[src/rtl/esbd_pkg.sv]
// ----------------------------------------------------------------------------
// esbd_pkg: shared types and constants for the epoch-to-datetime converter
// Holds the reciprocal constants, the cumulative month table, the payload
// structs passed between pipeline segments and the small helper functions.
// ----------------------------------------------------------------------------
`default_nettype none

package esbd_pkg;

  // Exact divide by 60 for any 32-bit value: q = (x * RECIP60) >> SHIFT60
  localparam logic [31:0] RECIP60 = 32'h8888_8889;
  localparam int          SHIFT60 = 37;

  // Exact divide by 24 for values below 2**15: q = (x * RECIP24) >> SHIFT24
  localparam logic [14:0] RECIP24 = 15'd21846;
  localparam int          SHIFT24 = 19;

  // Hours in one four-year cycle (1461 days)
  localparam logic [15:0] HOURS_PER_CYCLE = 16'd35064;

  // Hour offsets of the second, third and fourth year of a cycle.
  // A cycle starts at a year with (year mod 4) == 2, so the third year is the leap one.
  localparam logic [15:0] YEAR1_START = 16'd8760;
  localparam logic [15:0] YEAR2_START = 16'd17520;
  localparam logic [15:0] YEAR3_START = 16'd26304;
  localparam logic [1:0]  LEAP_YEAR_OFS = 2'd2;

  localparam logic [11:0] FIRST_YEAR   = 12'd1970;
  localparam logic [11:0] CENTURY_BASE = 12'd1900;

  // Last day of year (1-based, common year) of January through November
  localparam logic [8:0] CUM_END [11] = '{
    9'd31, 9'd59, 9'd90, 9'd120, 9'd151, 9'd181,
    9'd212, 9'd243, 9'd273, 9'd304, 9'd334
  };
  localparam logic [8:0] FEB29_DOY = 9'd60;

  typedef struct packed {
    logic [20:0] hours;
    logic [5:0]  minute;
    logic [5:0]  second;
  } esbd_hms_t;

  typedef struct packed {
    logic [11:0] year;
    logic        leap;
    logic [13:0] hrem;
    logic [5:0]  minute;
    logic [5:0]  second;
  } esbd_yr_t;

  typedef struct packed {
    logic [11:0] year;
    logic [3:0]  month;
    logic [4:0]  day;
    logic [4:0]  hour;
    logic [5:0]  minute;
    logic [5:0]  second;
  } esbd_date_t;

  typedef struct packed {
    logic [3:0] month;
    logic [4:0] day;
  } esbd_md_t;

  // Month and day from zero-based day of year
  function automatic esbd_md_t month_day(input logic [8:0] doy0, input logic leap);
    logic [8:0] t;
    logic [8:0] start;
    logic [3:0] mon;
    esbd_md_t   res;
    t     = doy0 + 9'd1;
    start = 9'd0;
    mon   = 4'd0;
    if (leap && (t > FEB29_DOY)) begin
      t = t - 9'd1;
    end
    for (int i = 0; i < 11; i++) begin
      if (CUM_END[i] < t) begin
        mon   = 4'(i + 1);
        start = CUM_END[i];
      end
    end
    res.month = mon + 4'd1;
    res.day   = 5'(t - start);
    if (leap && (doy0 + 9'd1 == FEB29_DOY)) begin
      res.month = 4'd2;
      res.day   = 5'd29;
    end
    return res;
  endfunction

  // Packed BCD of a value below 100; tens via x*205 >> 11
  function automatic logic [7:0] to_bcd(input logic [6:0] v);
    logic [14:0] prod;
    logic [3:0]  tens;
    logic [6:0]  ones;
    prod = 15'(v) * 15'd205;
    tens = prod[14:11];
    ones = v - 7'(tens) * 7'd10;
    return {tens, ones[3:0]};
  endfunction

endpackage

`default_nettype wire

[src/rtl/esbd_hms.sv]
// ----------------------------------------------------------------------------
// esbd_hms: seconds and minutes split
// Four stages: two reciprocal multiplies by 1/60, each followed by a stage
// that forms the quotient and the remainder. Hands on the hour count.
// ----------------------------------------------------------------------------
`default_nettype none

module esbd_hms
  import esbd_pkg::*;
(
  input  wire logic        clk,
  input  wire logic        rst,
  input  wire logic        in_valid,
  output logic             in_ready,
  input  wire logic [31:0] epoch_seconds,
  output logic             out_valid,
  input  wire logic        out_ready,
  output esbd_hms_t        out_data
);

  logic [3:0] vld;
  logic [3:0] adv;

  // stage 1
  logic [31:0] s1_t;
  logic [63:0] s1_prod;
  // stage 2
  logic [26:0] s2_q;
  logic [5:0]  s2_sec;
  // stage 3
  logic [26:0] s3_q;
  logic [5:0]  s3_sec;
  logic [63:0] s3_prod;
  // stage 4
  logic [20:0] s4_hours;
  logic [5:0]  s4_min;
  logic [5:0]  s4_sec;

  logic [26:0] q1;
  logic [31:0] q1x60;
  logic [20:0] hrs;
  logic [26:0] hx60;

  assign adv[3]   = !vld[3] || out_ready;
  assign adv[2]   = !vld[2] || adv[3];
  assign adv[1]   = !vld[1] || adv[2];
  assign adv[0]   = !vld[0] || adv[1];
  assign in_ready = adv[0];

  always_ff @(posedge clk) begin
    if (rst) begin
      vld <= '0;
    end else begin
      if (adv[0]) vld[0] <= in_valid;
      if (adv[1]) vld[1] <= vld[0];
      if (adv[2]) vld[2] <= vld[1];
      if (adv[3]) vld[3] <= vld[2];
    end
  end

  assign q1    = s1_prod[63:SHIFT60];
  assign q1x60 = ({5'b0, q1} << 6) - ({5'b0, q1} << 2);
  assign hrs   = s3_prod[SHIFT60+20:SHIFT60];
  assign hx60  = ({6'b0, hrs} << 6) - ({6'b0, hrs} << 2);

  always_ff @(posedge clk) begin
    if (adv[0]) begin
      s1_t    <= epoch_seconds;
      s1_prod <= {32'b0, epoch_seconds} * {32'b0, RECIP60};
    end
    if (adv[1]) begin
      s2_q   <= q1;
      s2_sec <= 6'(s1_t - q1x60);
    end
    if (adv[2]) begin
      s3_q    <= s2_q;
      s3_sec  <= s2_sec;
      s3_prod <= {37'b0, s2_q} * {32'b0, RECIP60};
    end
    if (adv[3]) begin
      s4_hours <= hrs;
      s4_min   <= 6'(s3_q - hx60);
      s4_sec   <= s3_sec;
    end
  end

  assign out_valid       = vld[3];
  assign out_data.hours  = s4_hours;
  assign out_data.minute = s4_min;
  assign out_data.second = s4_sec;

endmodule

`default_nettype wire

[src/rtl/esbd_year.sv]
// ----------------------------------------------------------------------------
// esbd_year: four-year cycle and year within the cycle
// Restoring division of the hour count by the cycle length, three quotient
// bits per stage, then a compare stage that picks the year in the cycle.
// ----------------------------------------------------------------------------
`default_nettype none

module esbd_year
  import esbd_pkg::*;
(
  input  wire logic       clk,
  input  wire logic       rst,
  input  wire logic       in_valid,
  output logic            in_ready,
  input  wire esbd_hms_t  in_data,
  output logic            out_valid,
  input  wire logic       out_ready,
  output esbd_yr_t        out_data
);

  logic [2:0] vld;
  logic [2:0] adv;

  logic [20:0] s1_rem;
  logic [2:0]  s1_qhi;
  logic [5:0]  s1_min;
  logic [5:0]  s1_sec;

  logic [15:0] s2_rem;
  logic [5:0]  s2_q;
  logic [5:0]  s2_min;
  logic [5:0]  s2_sec;

  esbd_yr_t    s3;

  logic [20:0] r_hi;
  logic [2:0]  q_hi;
  logic [20:0] r_lo;
  logic [2:0]  q_lo;
  logic [1:0]  yofs;
  logic [15:0] ybase;

  assign adv[2]   = !vld[2] || out_ready;
  assign adv[1]   = !vld[1] || adv[2];
  assign adv[0]   = !vld[0] || adv[1];
  assign in_ready = adv[0];

  always_ff @(posedge clk) begin
    if (rst) begin
      vld <= '0;
    end else begin
      if (adv[0]) vld[0] <= in_valid;
      if (adv[1]) vld[1] <= vld[0];
      if (adv[2]) vld[2] <= vld[1];
    end
  end

  // quotient bits 5..3
  always_comb begin
    r_hi = in_data.hours;
    q_hi = '0;
    for (int k = 2; k >= 0; k--) begin
      if (r_hi >= (21'(HOURS_PER_CYCLE) << (k + 3))) begin
        r_hi    = r_hi - (21'(HOURS_PER_CYCLE) << (k + 3));
        q_hi[k] = 1'b1;
      end
    end
  end

  // quotient bits 2..0
  always_comb begin
    r_lo = s1_rem;
    q_lo = '0;
    for (int k = 2; k >= 0; k--) begin
      if (r_lo >= (21'(HOURS_PER_CYCLE) << k)) begin
        r_lo    = r_lo - (21'(HOURS_PER_CYCLE) << k);
        q_lo[k] = 1'b1;
      end
    end
  end

  // year within the cycle
  always_comb begin
    priority if (s2_rem < YEAR1_START) begin
      yofs  = 2'd0;
      ybase = 16'd0;
    end else if (s2_rem < YEAR2_START) begin
      yofs  = 2'd1;
      ybase = YEAR1_START;
    end else if (s2_rem < YEAR3_START) begin
      yofs  = 2'd2;
      ybase = YEAR2_START;
    end else begin
      yofs  = 2'd3;
      ybase = YEAR3_START;
    end
  end

  always_ff @(posedge clk) begin
    if (adv[0]) begin
      s1_rem <= r_hi;
      s1_qhi <= q_hi;
      s1_min <= in_data.minute;
      s1_sec <= in_data.second;
    end
    if (adv[1]) begin
      s2_rem <= r_lo[15:0];
      s2_q   <= {s1_qhi, q_lo};
      s2_min <= s1_min;
      s2_sec <= s1_sec;
    end
    if (adv[2]) begin
      s3.year   <= FIRST_YEAR + {4'b0, s2_q, yofs};
      s3.leap   <= (yofs == LEAP_YEAR_OFS);
      s3.hrem   <= 14'(s2_rem - ybase);
      s3.minute <= s2_min;
      s3.second <= s2_sec;
    end
  end

  assign out_valid = vld[2];
  assign out_data  = s3;

endmodule

`default_nettype wire

[src/rtl/esbd_date.sv]
// ----------------------------------------------------------------------------
// esbd_date: hour of day, month and day
// Multiply by 1/24, split hour and day of year, then walk the month table.
// ----------------------------------------------------------------------------
`default_nettype none

module esbd_date
  import esbd_pkg::*;
(
  input  wire logic       clk,
  input  wire logic       rst,
  input  wire logic       in_valid,
  output logic            in_ready,
  input  wire esbd_yr_t   in_data,
  output logic            out_valid,
  input  wire logic       out_ready,
  output esbd_date_t      out_data
);

  logic [2:0] vld;
  logic [2:0] adv;

  esbd_yr_t    s1;
  logic [28:0] s1_prod;

  logic [11:0] s2_year;
  logic        s2_leap;
  logic [8:0]  s2_doy;
  logic [4:0]  s2_hour;
  logic [5:0]  s2_min;
  logic [5:0]  s2_sec;

  esbd_date_t  s3;

  logic [8:0]  doy;
  logic [13:0] doyx24;
  esbd_md_t    md;

  assign adv[2]   = !vld[2] || out_ready;
  assign adv[1]   = !vld[1] || adv[2];
  assign adv[0]   = !vld[0] || adv[1];
  assign in_ready = adv[0];

  always_ff @(posedge clk) begin
    if (rst) begin
      vld <= '0;
    end else begin
      if (adv[0]) vld[0] <= in_valid;
      if (adv[1]) vld[1] <= vld[0];
      if (adv[2]) vld[2] <= vld[1];
    end
  end

  assign doy    = s1_prod[SHIFT24+8:SHIFT24];
  assign doyx24 = ({5'b0, doy} << 4) + ({5'b0, doy} << 3);
  assign md     = month_day(s2_doy, s2_leap);

  always_ff @(posedge clk) begin
    if (adv[0]) begin
      s1      <= in_data;
      s1_prod <= {15'b0, in_data.hrem} * {14'b0, RECIP24};
    end
    if (adv[1]) begin
      s2_year <= s1.year;
      s2_leap <= s1.leap;
      s2_doy  <= doy;
      s2_hour <= 5'(s1.hrem - doyx24);
      s2_min  <= s1.minute;
      s2_sec  <= s1.second;
    end
    if (adv[2]) begin
      s3.year   <= s2_year;
      s3.month  <= md.month;
      s3.day    <= md.day;
      s3.hour   <= s2_hour;
      s3.minute <= s2_min;
      s3.second <= s2_sec;
    end
  end

  assign out_valid = vld[2];
  assign out_data  = s3;

endmodule

`default_nettype wire

[src/rtl/epoch_seconds_to_bcd_datetime_top.sv]
// ----------------------------------------------------------------------------
// epoch_seconds_to_bcd_datetime_top: epoch seconds to calendar date and time
// Converts a 32-bit count of seconds since 1970-01-01 00:00:00 into year,
// month, day, hour, minute and second, in binary and in packed BCD.
//
// Usage:
//   Input channel: in_valid / in_ready carry one word, epoch_seconds.
//   Output channel: out_valid / out_ready carry one word with all twelve
//   date and time fields. A word moves when valid and ready are both high.
//   Every input word yields exactly one output word, in order.
//   Throughput: one word per cycle while out_ready is high; each of the 11
//   register stages holds its own word, and the two multiplies by 1/60, the
//   cycle division (three quotient bits per stage) and the multiply by 1/24
//   each have stages of their own.
//   Reset (rst, synchronous, active high) drops every word in flight; the
//   block holds no other state.
//   Stall: when out_ready is low, the output register holds its word and
//   stages fill up behind it; in_ready stays high while any stage is empty,
//   so bubbles close up and no word is lost or repeated.
//   The year runs on a plain every-fourth-year leap rule, so 2100-02-29
//   exists; bcd_year keeps only the last two digits.
// ----------------------------------------------------------------------------
`default_nettype none

module epoch_seconds_to_bcd_datetime_top
  import esbd_pkg::*;
(
  input  wire logic        clk,
  input  wire logic        rst,
  input  wire logic        in_valid,
  output logic             in_ready,
  input  wire logic [31:0] epoch_seconds,
  output logic             out_valid,
  input  wire logic        out_ready,
  output logic [11:0]      year,
  output logic [3:0]       month,
  output logic [4:0]       day,
  output logic [4:0]       hour,
  output logic [5:0]       minute,
  output logic [5:0]       second,
  output logic [7:0]       bcd_year,
  output logic [4:0]       bcd_month,
  output logic [5:0]       bcd_day,
  output logic [5:0]       bcd_hour,
  output logic [6:0]       bcd_minute,
  output logic [6:0]       bcd_second
);

  // hour count, minute and second
  logic       hms_valid;
  logic       hms_ready;
  esbd_hms_t  hms;

  // year and hour within the year
  logic       yr_valid;
  logic       yr_ready;
  esbd_yr_t   yr;

  // binary date and time
  logic       date_valid;
  logic       date_ready;
  esbd_date_t date;

  logic       adv;
  logic [7:0] yy;
  logic [6:0] yy_mod;

  esbd_hms u_hms (
    .clk           (clk),
    .rst           (rst),
    .in_valid      (in_valid),
    .in_ready      (in_ready),
    .epoch_seconds (epoch_seconds),
    .out_valid     (hms_valid),
    .out_ready     (hms_ready),
    .out_data      (hms)
  );

  esbd_year u_year (
    .clk       (clk),
    .rst       (rst),
    .in_valid  (hms_valid),
    .in_ready  (hms_ready),
    .in_data   (hms),
    .out_valid (yr_valid),
    .out_ready (yr_ready),
    .out_data  (yr)
  );

  esbd_date u_date (
    .clk       (clk),
    .rst       (rst),
    .in_valid  (yr_valid),
    .in_ready  (yr_ready),
    .in_data   (yr),
    .out_valid (date_valid),
    .out_ready (date_ready),
    .out_data  (date)
  );

  // Output register: advance when empty or when the receiver takes the word
  assign adv        = !out_valid || out_ready;
  assign date_ready = adv;

  // Year digits: drop the century, fold the range 70..206 into 0..99
  assign yy = 8'(date.year - CENTURY_BASE);
  always_comb begin
    priority if (yy >= 8'd200) begin
      yy_mod = 7'(yy - 8'd200);
    end else if (yy >= 8'd100) begin
      yy_mod = 7'(yy - 8'd100);
    end else begin
      yy_mod = yy[6:0];
    end
  end

  always_ff @(posedge clk) begin
    if (rst) begin
      out_valid <= 1'b0;
    end else if (adv) begin
      out_valid <= date_valid;
    end
  end

  always_ff @(posedge clk) begin
    if (adv) begin
      year       <= date.year;
      month      <= date.month;
      day        <= date.day;
      hour       <= date.hour;
      minute     <= date.minute;
      second     <= date.second;
      bcd_year   <= to_bcd(yy_mod);
      bcd_month  <= 5'(to_bcd({3'b0, date.month}));
      bcd_day    <= 6'(to_bcd({2'b0, date.day}));
      bcd_hour   <= 6'(to_bcd({2'b0, date.hour}));
      bcd_minute <= 7'(to_bcd({1'b0, date.minute}));
      bcd_second <= 7'(to_bcd({1'b0, date.second}));
    end
  end

  // A delivered month lies in 1..12 and its day in 1..31, at most 29 in February
  a_month_range : assert property (@(posedge clk) disable iff (rst)
    out_valid |-> (month >= 4'd1) && (month <= 4'd12))
    else $error("month out of range");

  a_day_range : assert property (@(posedge clk) disable iff (rst)
    out_valid |-> (day >= 5'd1) && (day <= 5'd31) && !((month == 4'd2) && (day > 5'd29)))
    else $error("day out of range");

  a_time_range : assert property (@(posedge clk) disable iff (rst)
    out_valid |-> (hour <= 5'd23) && (minute <= 6'd59) && (second <= 6'd59))
    else $error("time of day out of range");

  // BCD and binary copies of the seconds agree
  a_bcd_second : assert property (@(posedge clk) disable iff (rst)
    out_valid |-> (7'(bcd_second[6:4]) * 7'd10 + 7'(bcd_second[3:0])) == {1'b0, second})
    else $error("bcd_second does not match second");

endmodule

`default_nettype wire
[config.mk]
export PLATFORM = sky130hd
export DESIGN_NAME = epoch_seconds_to_bcd_datetime_top
export DESIGN_NICKNAME = d
export VERILOG_FILES = /design/src/rtl/esbd_pkg.sv /design/src/rtl/esbd_hms.sv /design/src/rtl/esbd_year.sv /design/src/rtl/esbd_date.sv /design/src/rtl/epoch_seconds_to_bcd_datetime_top.sv
export SDC_FILE = /design/constraint.sdc
export NUM_CORES = 2
export LEC_CHECK = 0
export ABC_AREA = 1
export BUFFER_PORTS_ARGS = -buffer_cell sky130_fd_sc_hd__clkbuf_2
export CAP_MARGIN = 0
export CORE_ASPECT_RATIO = 0.5
export CORE_MARGIN = 1.5
export CORE_UTILIZATION = 60
export DETAILED_ROUTE_END_ITERATION = 7
export GPL_TIMING_DRIVEN = 0
export PLACE_DENSITY = 0.77
export SKIP_LAST_GASP = 1
export SLEW_MARGIN = 20
export SYNTH_ARGS = -nofsm -noshare
export SYNTH_HDL_FRONTEND = slang
export SYNTH_SLANG_ARGS = --single-unit
[constraint.sdc]
create_clock -name clk -period 18.7 [get_ports clk]
set_input_delay 1.87 -clock clk [delete_from_list [all_inputs] [get_ports clk]]
set_output_delay 1.87 -clock clk [all_outputs]
set_load 0.05 [all_outputs]
Word level (Yosys, flattened, before mapping)
Cells that the tools add are included.
Cells by class
  $add $sub $neg: 27
  $mul: 15
  divide/modulo/power cells: 0
  $lt $le $gt $ge: 23
  equal/unequal tests: 2
  shift-type cells: 0
  multiplexer cells: 43
  bitwise operators: 0
  reductions and logical operators: 24
Operators by type and width (number)
  $mux 21: 5
  $mul 32x32->64 const B: 1
  $mul 27x32->58 const B: 1
  $mux 5: 11
  $mux 14: 3
  $lt 8x9->1 const A: 4
  $lt 16x15->1 const B: 2
  $mul 6x8->14 const B: 2
  $lt 9x9->1 const A: 3
  $mul 14x14->27 const B: 1
  $mul 5x8->13 const B: 2
  $sub 4x4->4: 6
  $ge 21x16->1 const B: 1
  $ge 21x17->1 const B: 1
  $ge 21x18->1 const B: 1
  $ge 21x19->1 const B: 1
  $ge 21x20->1 const B: 1
  $ge 21x21->1 const B: 1
  $sub 21x17->21 const B: 1
  $sub 21x18->21 const B: 1
  $sub 21x19->21 const B: 1
  $sub 21x20->21 const B: 1
  $sub 21x21->21 const B: 1
  $lt 7x9->1 const A: 2
  other kinds (36): 80
Word-level totals
  flip-flop bits (word level): 537
  latch bits: 0
  bits in writable memories: 0
  bits in read-only memories: 0
  input port bits: 36
  output and inout bits: 79
  word-level logic and storage cells: 198
  memories kept: 0

Logic depth before layout (Yosys ltp)
  depth after elaboration: 17
  depth in mapped cells: 33
  gate-level depth less buffers: 33

Cells and area by module
A second synthesis with hierarchy kept.
Unflattened totals
  cells, all modules: 5395
  area, all modules: 46696.0 um^2
By module, submodules not included
  esbd_hms: instances 1, cells each 2973, area an instance 24131.9 um^2, seq. area each 4043.9 um^2
  esbd_date: instances 1, cells each 752, area an instance 8232.9 um^2, seq. area each 3543.4 um^2
  esbd_year: instances 1, cells each 1050, area an instance 7868.8 um^2, seq. area each 3333.2 um^2
  epoch_seconds_to_bcd_datetime_top: instances 1, cells each 620, area an instance 6462.4 um^2, seq. area each 2152.1 um^2

Worst setup path before layout
Ideal clock, no wire load.
  path type: input to output
  start: input port out_ready
  end: output port in_ready
  arrival: 11455 ps
  required time: 16830 ps
  slack: 5375 ps
  stages: 20
  buffers on the path: 0
  cells stage by stage: nor2_1 -> inv_1 -> nor2_1 -> inv_1 -> nor2_1 -> inv_1 -> nor2_1 -> inv_1 -> nor2_1 -> inv_1 -> nor2_1 -> inv_1 -> nor2_1 -> inv_1 -> nor2_1 -> inv_1 -> nor2_1 -> inv_1 -> nor2_1 -> nand2_1
On the way
  cells in the longest elaborated chain, start to end: 11
Ends and longest elaborated chain
  start, declared: line epoch_seconds_to_bcd_datetime_top.sv:34  | input wire logic out_ready,
  $logic_or 1x1->1: line epoch_seconds_to_bcd_datetime_top.sv:102  | assign adv = !out_valid || out_ready;
  net adv: line epoch_seconds_to_bcd_datetime_top.sv:64  | logic adv;
  $logic_or 1x1->1: line esbd_date.sv:39  | assign adv[2] = !vld[2] || out_ready;
  net u_date.adv[2]: line esbd_date.sv:21  | logic [2:0] adv;
  $logic_or 1x1->1: line esbd_date.sv:40  | assign adv[1] = !vld[1] || adv[2];
  net u_date.adv[1]: line esbd_date.sv:21
  $logic_or 1x1->1: line esbd_date.sv:41  | assign adv[0] = !vld[0] || adv[1];
  net u_date.adv[0]: line esbd_date.sv:21
  [... 1 more ...]
  net u_year.adv[2]: line esbd_year.sv:22  | logic [2:0] adv;
  [... 1 more ...]
  net u_year.adv[1]: line esbd_year.sv:22
  $logic_or 1x1->1: line esbd_year.sv:45  | assign adv[0] = !vld[0] || adv[1];
  net hms_ready: line epoch_seconds_to_bcd_datetime_top.sv:51  | logic hms_ready;
  $logic_or 1x1->1: line esbd_hms.sv:44  | assign adv[3] = !vld[3] || out_ready;
  net u_hms.adv[3]: line esbd_hms.sv:22  | logic [3:0] adv;
  $logic_or 1x1->1: line esbd_hms.sv:45  | assign adv[2] = !vld[2] || adv[3];
  net u_hms.adv[2]: line esbd_hms.sv:22
  $logic_or 1x1->1: line esbd_hms.sv:46  | assign adv[1] = !vld[1] || adv[2];
  $logic_or 1x1->1: line esbd_hms.sv:47  | assign adv[0] = !vld[0] || adv[1];
  end, declared: line epoch_seconds_to_bcd_datetime_top.sv:31  | output logic in_ready,
The timed path passes the listed nets, and every way through them passes these cells.

Worst setup path in the final report
Same ends and word-level chain as after synthesis.

==> flow_summary.ini <==
[outcome]
outcome = complete, no violations

[floorplan]
start_util_pct = 60.6
design.core.area_mm2 = 0.0709
die_h_um = 192
chipWidth_um = 381
io_pins = 115
rows = 69
dieArea_mm2 = 0.0733

[synth]
yosys.area_share.xor_xnor_pct = 3.51
yosysUniqueCellTypes = 56
yosys_register_bits = 439
synth-simple-area-share_pct = 12.7
yosysSeqAreaShare_pct = 30.4
syn_area_mm2 = 0.0429
synthMuxAreaShare_pct = 0
synth-edff-count = 428
yosys.area_share.adder_pct = 38.0
avgSynthCellArea_um2 = 9.68
synth_top_family_by_area = adder cells
yosys_warnings = 0
synth-main-ff-cell = edfxtp_1
synth_compound_area_share_pct = 6.46
ys_async_sr_fraction_pct = 0
synth_nets = 5569
synth_cells = 4438

[cells_and_area]
layout.core_utilization_pct = 65.2
final_nets = 5733
drive_gt1_share_pct = 6.51
final_common_cell = inv_1
multi_input_area_mm2 = 0.0261
n_antenna_cell = 0
final_area_mm2 = 0.0462
final_cell_mix = inv_1 (937), ha_1 (744), nand2_1 (656)
syn2layout_area_growth_pct = 7.68
fill_cells = 5693
regArea_mm2 = 0.0131

[sta]
grt_setup_unrepaired = no
drv_slew = 0
period_share_pct = 52.7
final-hold-violation-count = 0
fin_crit_ns = 9.85
setup_viol = 0
fin_worst_skew_ns = 0.0360
timing.fmax_ghz = 0.102
slew_headroom_pct = 33.4
tightestPinTransition_ns = 0.989
finalSetupTns_ns = 0

[clock_tree]
root_buffer = clkbuf_16
h-tree-depth = 2
postCtsHoldBufs = 0
cts_buffer_depth = 3
path_clk_slew_ns = 0.06
cts_resized = 0
cts.sinks = 439
cts_inserted_buffers = 43
cts_tree = yes
clkLatencyLatePin_ns = 0.60
post_cts_buffers = 0

[global_route]
met1_usage_pct = 33.5
globalRouteTotalUtil_pct = 26.4
grt_pass1_wl_um = 154000
grt_max_degree = 41
grt_overflow = 0
grt_pass1_vias = 31200
antenna_found_initial = 1
busiest_layer = met2
grtUsageMet2_pct = 47.4
grt_use_met3_pct = 3.38

[worst_setup_path]
critPathCaptureType = primary output
worstPathArrival_ns = 7.98
critPathLaunchType = input pin
worst-setup-path-type = in2out
rr_startpoint = u_date.out_data[28]
startpoint = out_ready
cp-endpoint = in_ready
required_ns = 16.83
cp_max_fo = 38
r2r_end = bcd_year[3]
rr_worst_depth = 28
r2r_setup_slack_ns = 12.04

[placement]
portBuffers = 114
dpl_cell_area_mm2 = 0.0448
gp_congestion = 0.934
dp_hpwl_um = 79300

[drt]
first_iter_violations = 1895
routed_via_density = 5.43
wirelength_um = 95000
routedWlPerCell_um = 17.0
drc_errors = 0
vias = 30400
dr.pass1.iters = 5
ant_nets = 0

[min_path]
hold_class = reg2reg
min_path_cells = 0

[run]
maxCapViolCount = 0
area by class of cell:
type	instances	share of cell area (%)
flip-flops and latches	439	28.3
clock buffers	50	2.38
multi-input cells	3017	56.4
repair buffers	119	1.45
well taps	958	2.59
clock inverters	29	0.698
inverters	957	7.77
plain buffers	25	0.414
worst min path at each step:
stage | from | end
6_report | u_date.s1[0] | u_date.s2_sec[0]
3_3_place_gp | u_date.s2_hour[3] | u_date.out_data[15]
3_5_place_dp | u_date.s2_sec[0] | u_date.out_data[0]
2_1_floorplan | u_date.s2_sec[0] | u_date.out_data[0]
5_1_grt | u_hms.s4_min[0] | u_year.s1_min[0]
4_1_cts | u_year.s2_sec[2] | u_year.out_data[2]
synth_stat cells (all sizes together), types with 16 or more instances:
| library cell | n | area (um2) |
|---|---|---|
| inv | 957 | 3590 |
| a21o | 16 | 120 |
| fa | 351 | 7030 |
| nor3 | 29 | 161 |
| nand2 | 681 | 2640 |
| a21oi | 216 | 1100 |
| a31oi | 39 | 244 |
| nand3 | 172 | 918 |
| buf | 24 | 188 |
| o21ai | 135 | 698 |
| xnor2 | 49 | 429 |
| nor2 | 282 | 1090 |
| ha | 744 | 9310 |
| edfxtp | 428 | 12900 |
| xor2 | 123 | 1080 |
| nand4 | 62 | 388 |
cells by family after synthesis:
group,count (synthesis)
AOI/OAI and AO/OA,483
adders and majority gates,1095
DFF,439
xor gates and xnor gates,172
buffers and inverters,982
and+or+nand+nor,1267
flip-flops by register name, summed over array words and instances (netlist names), 12 cells and up:
name	cells
year	12
u_date.s1	30
u_hms.s2_q	27
u_year.s1_rem	21
u_hms.s1_prod	30
u_date.out_data	38
u_year.s2_rem	16
u_date.s2_year	12
u_year.out_data	39
u_hms.s3_prod	21
u_hms.s4_hours	21
critical path: stages:
cell      delay [ns]
clkbuf_2        0.07
nor2_1          0.05
inv_4           0.35
nor2_1          0.10
inv_2           0.34
nor2_1          0.09
inv_2           0.36
nor2_1          0.10
inv_2           0.35
nor2_1          0.10
inv_2           0.23
nor2_1          0.09
inv_2           0.56
nor2_1          0.11
inv_2           0.60
nor2_1          0.11
inv_2           0.56
nor2_1          0.11
inv_2           0.56
nor2_1          0.17
nand2_2         0.62
clkbuf_2        0.40
routing by layer:
layer / share of wire (%) / up-vias
li1: - / 14900
met1: 44 / 14500
met2: 49 / 706
met3: 4.6 / 186
met4: 3.0 / 0
met5: 0 / -
through the flow:
step	cells	setup WS, ns	hold WS, ns
2_1_floorplan	4438	5.37	0.400
3_3_place_gp	5510	1.31	0.401
3_5_place_dp	5515	8.69	0.405
4_1_cts	5594	8.69	0.391
5_1_grt	5594	8.14	0.388
6_report	5594	8.85	0.390
Power is not shown: default switching activity piles up to over one toggle a cycle in this logic, so the estimate is an artifact.
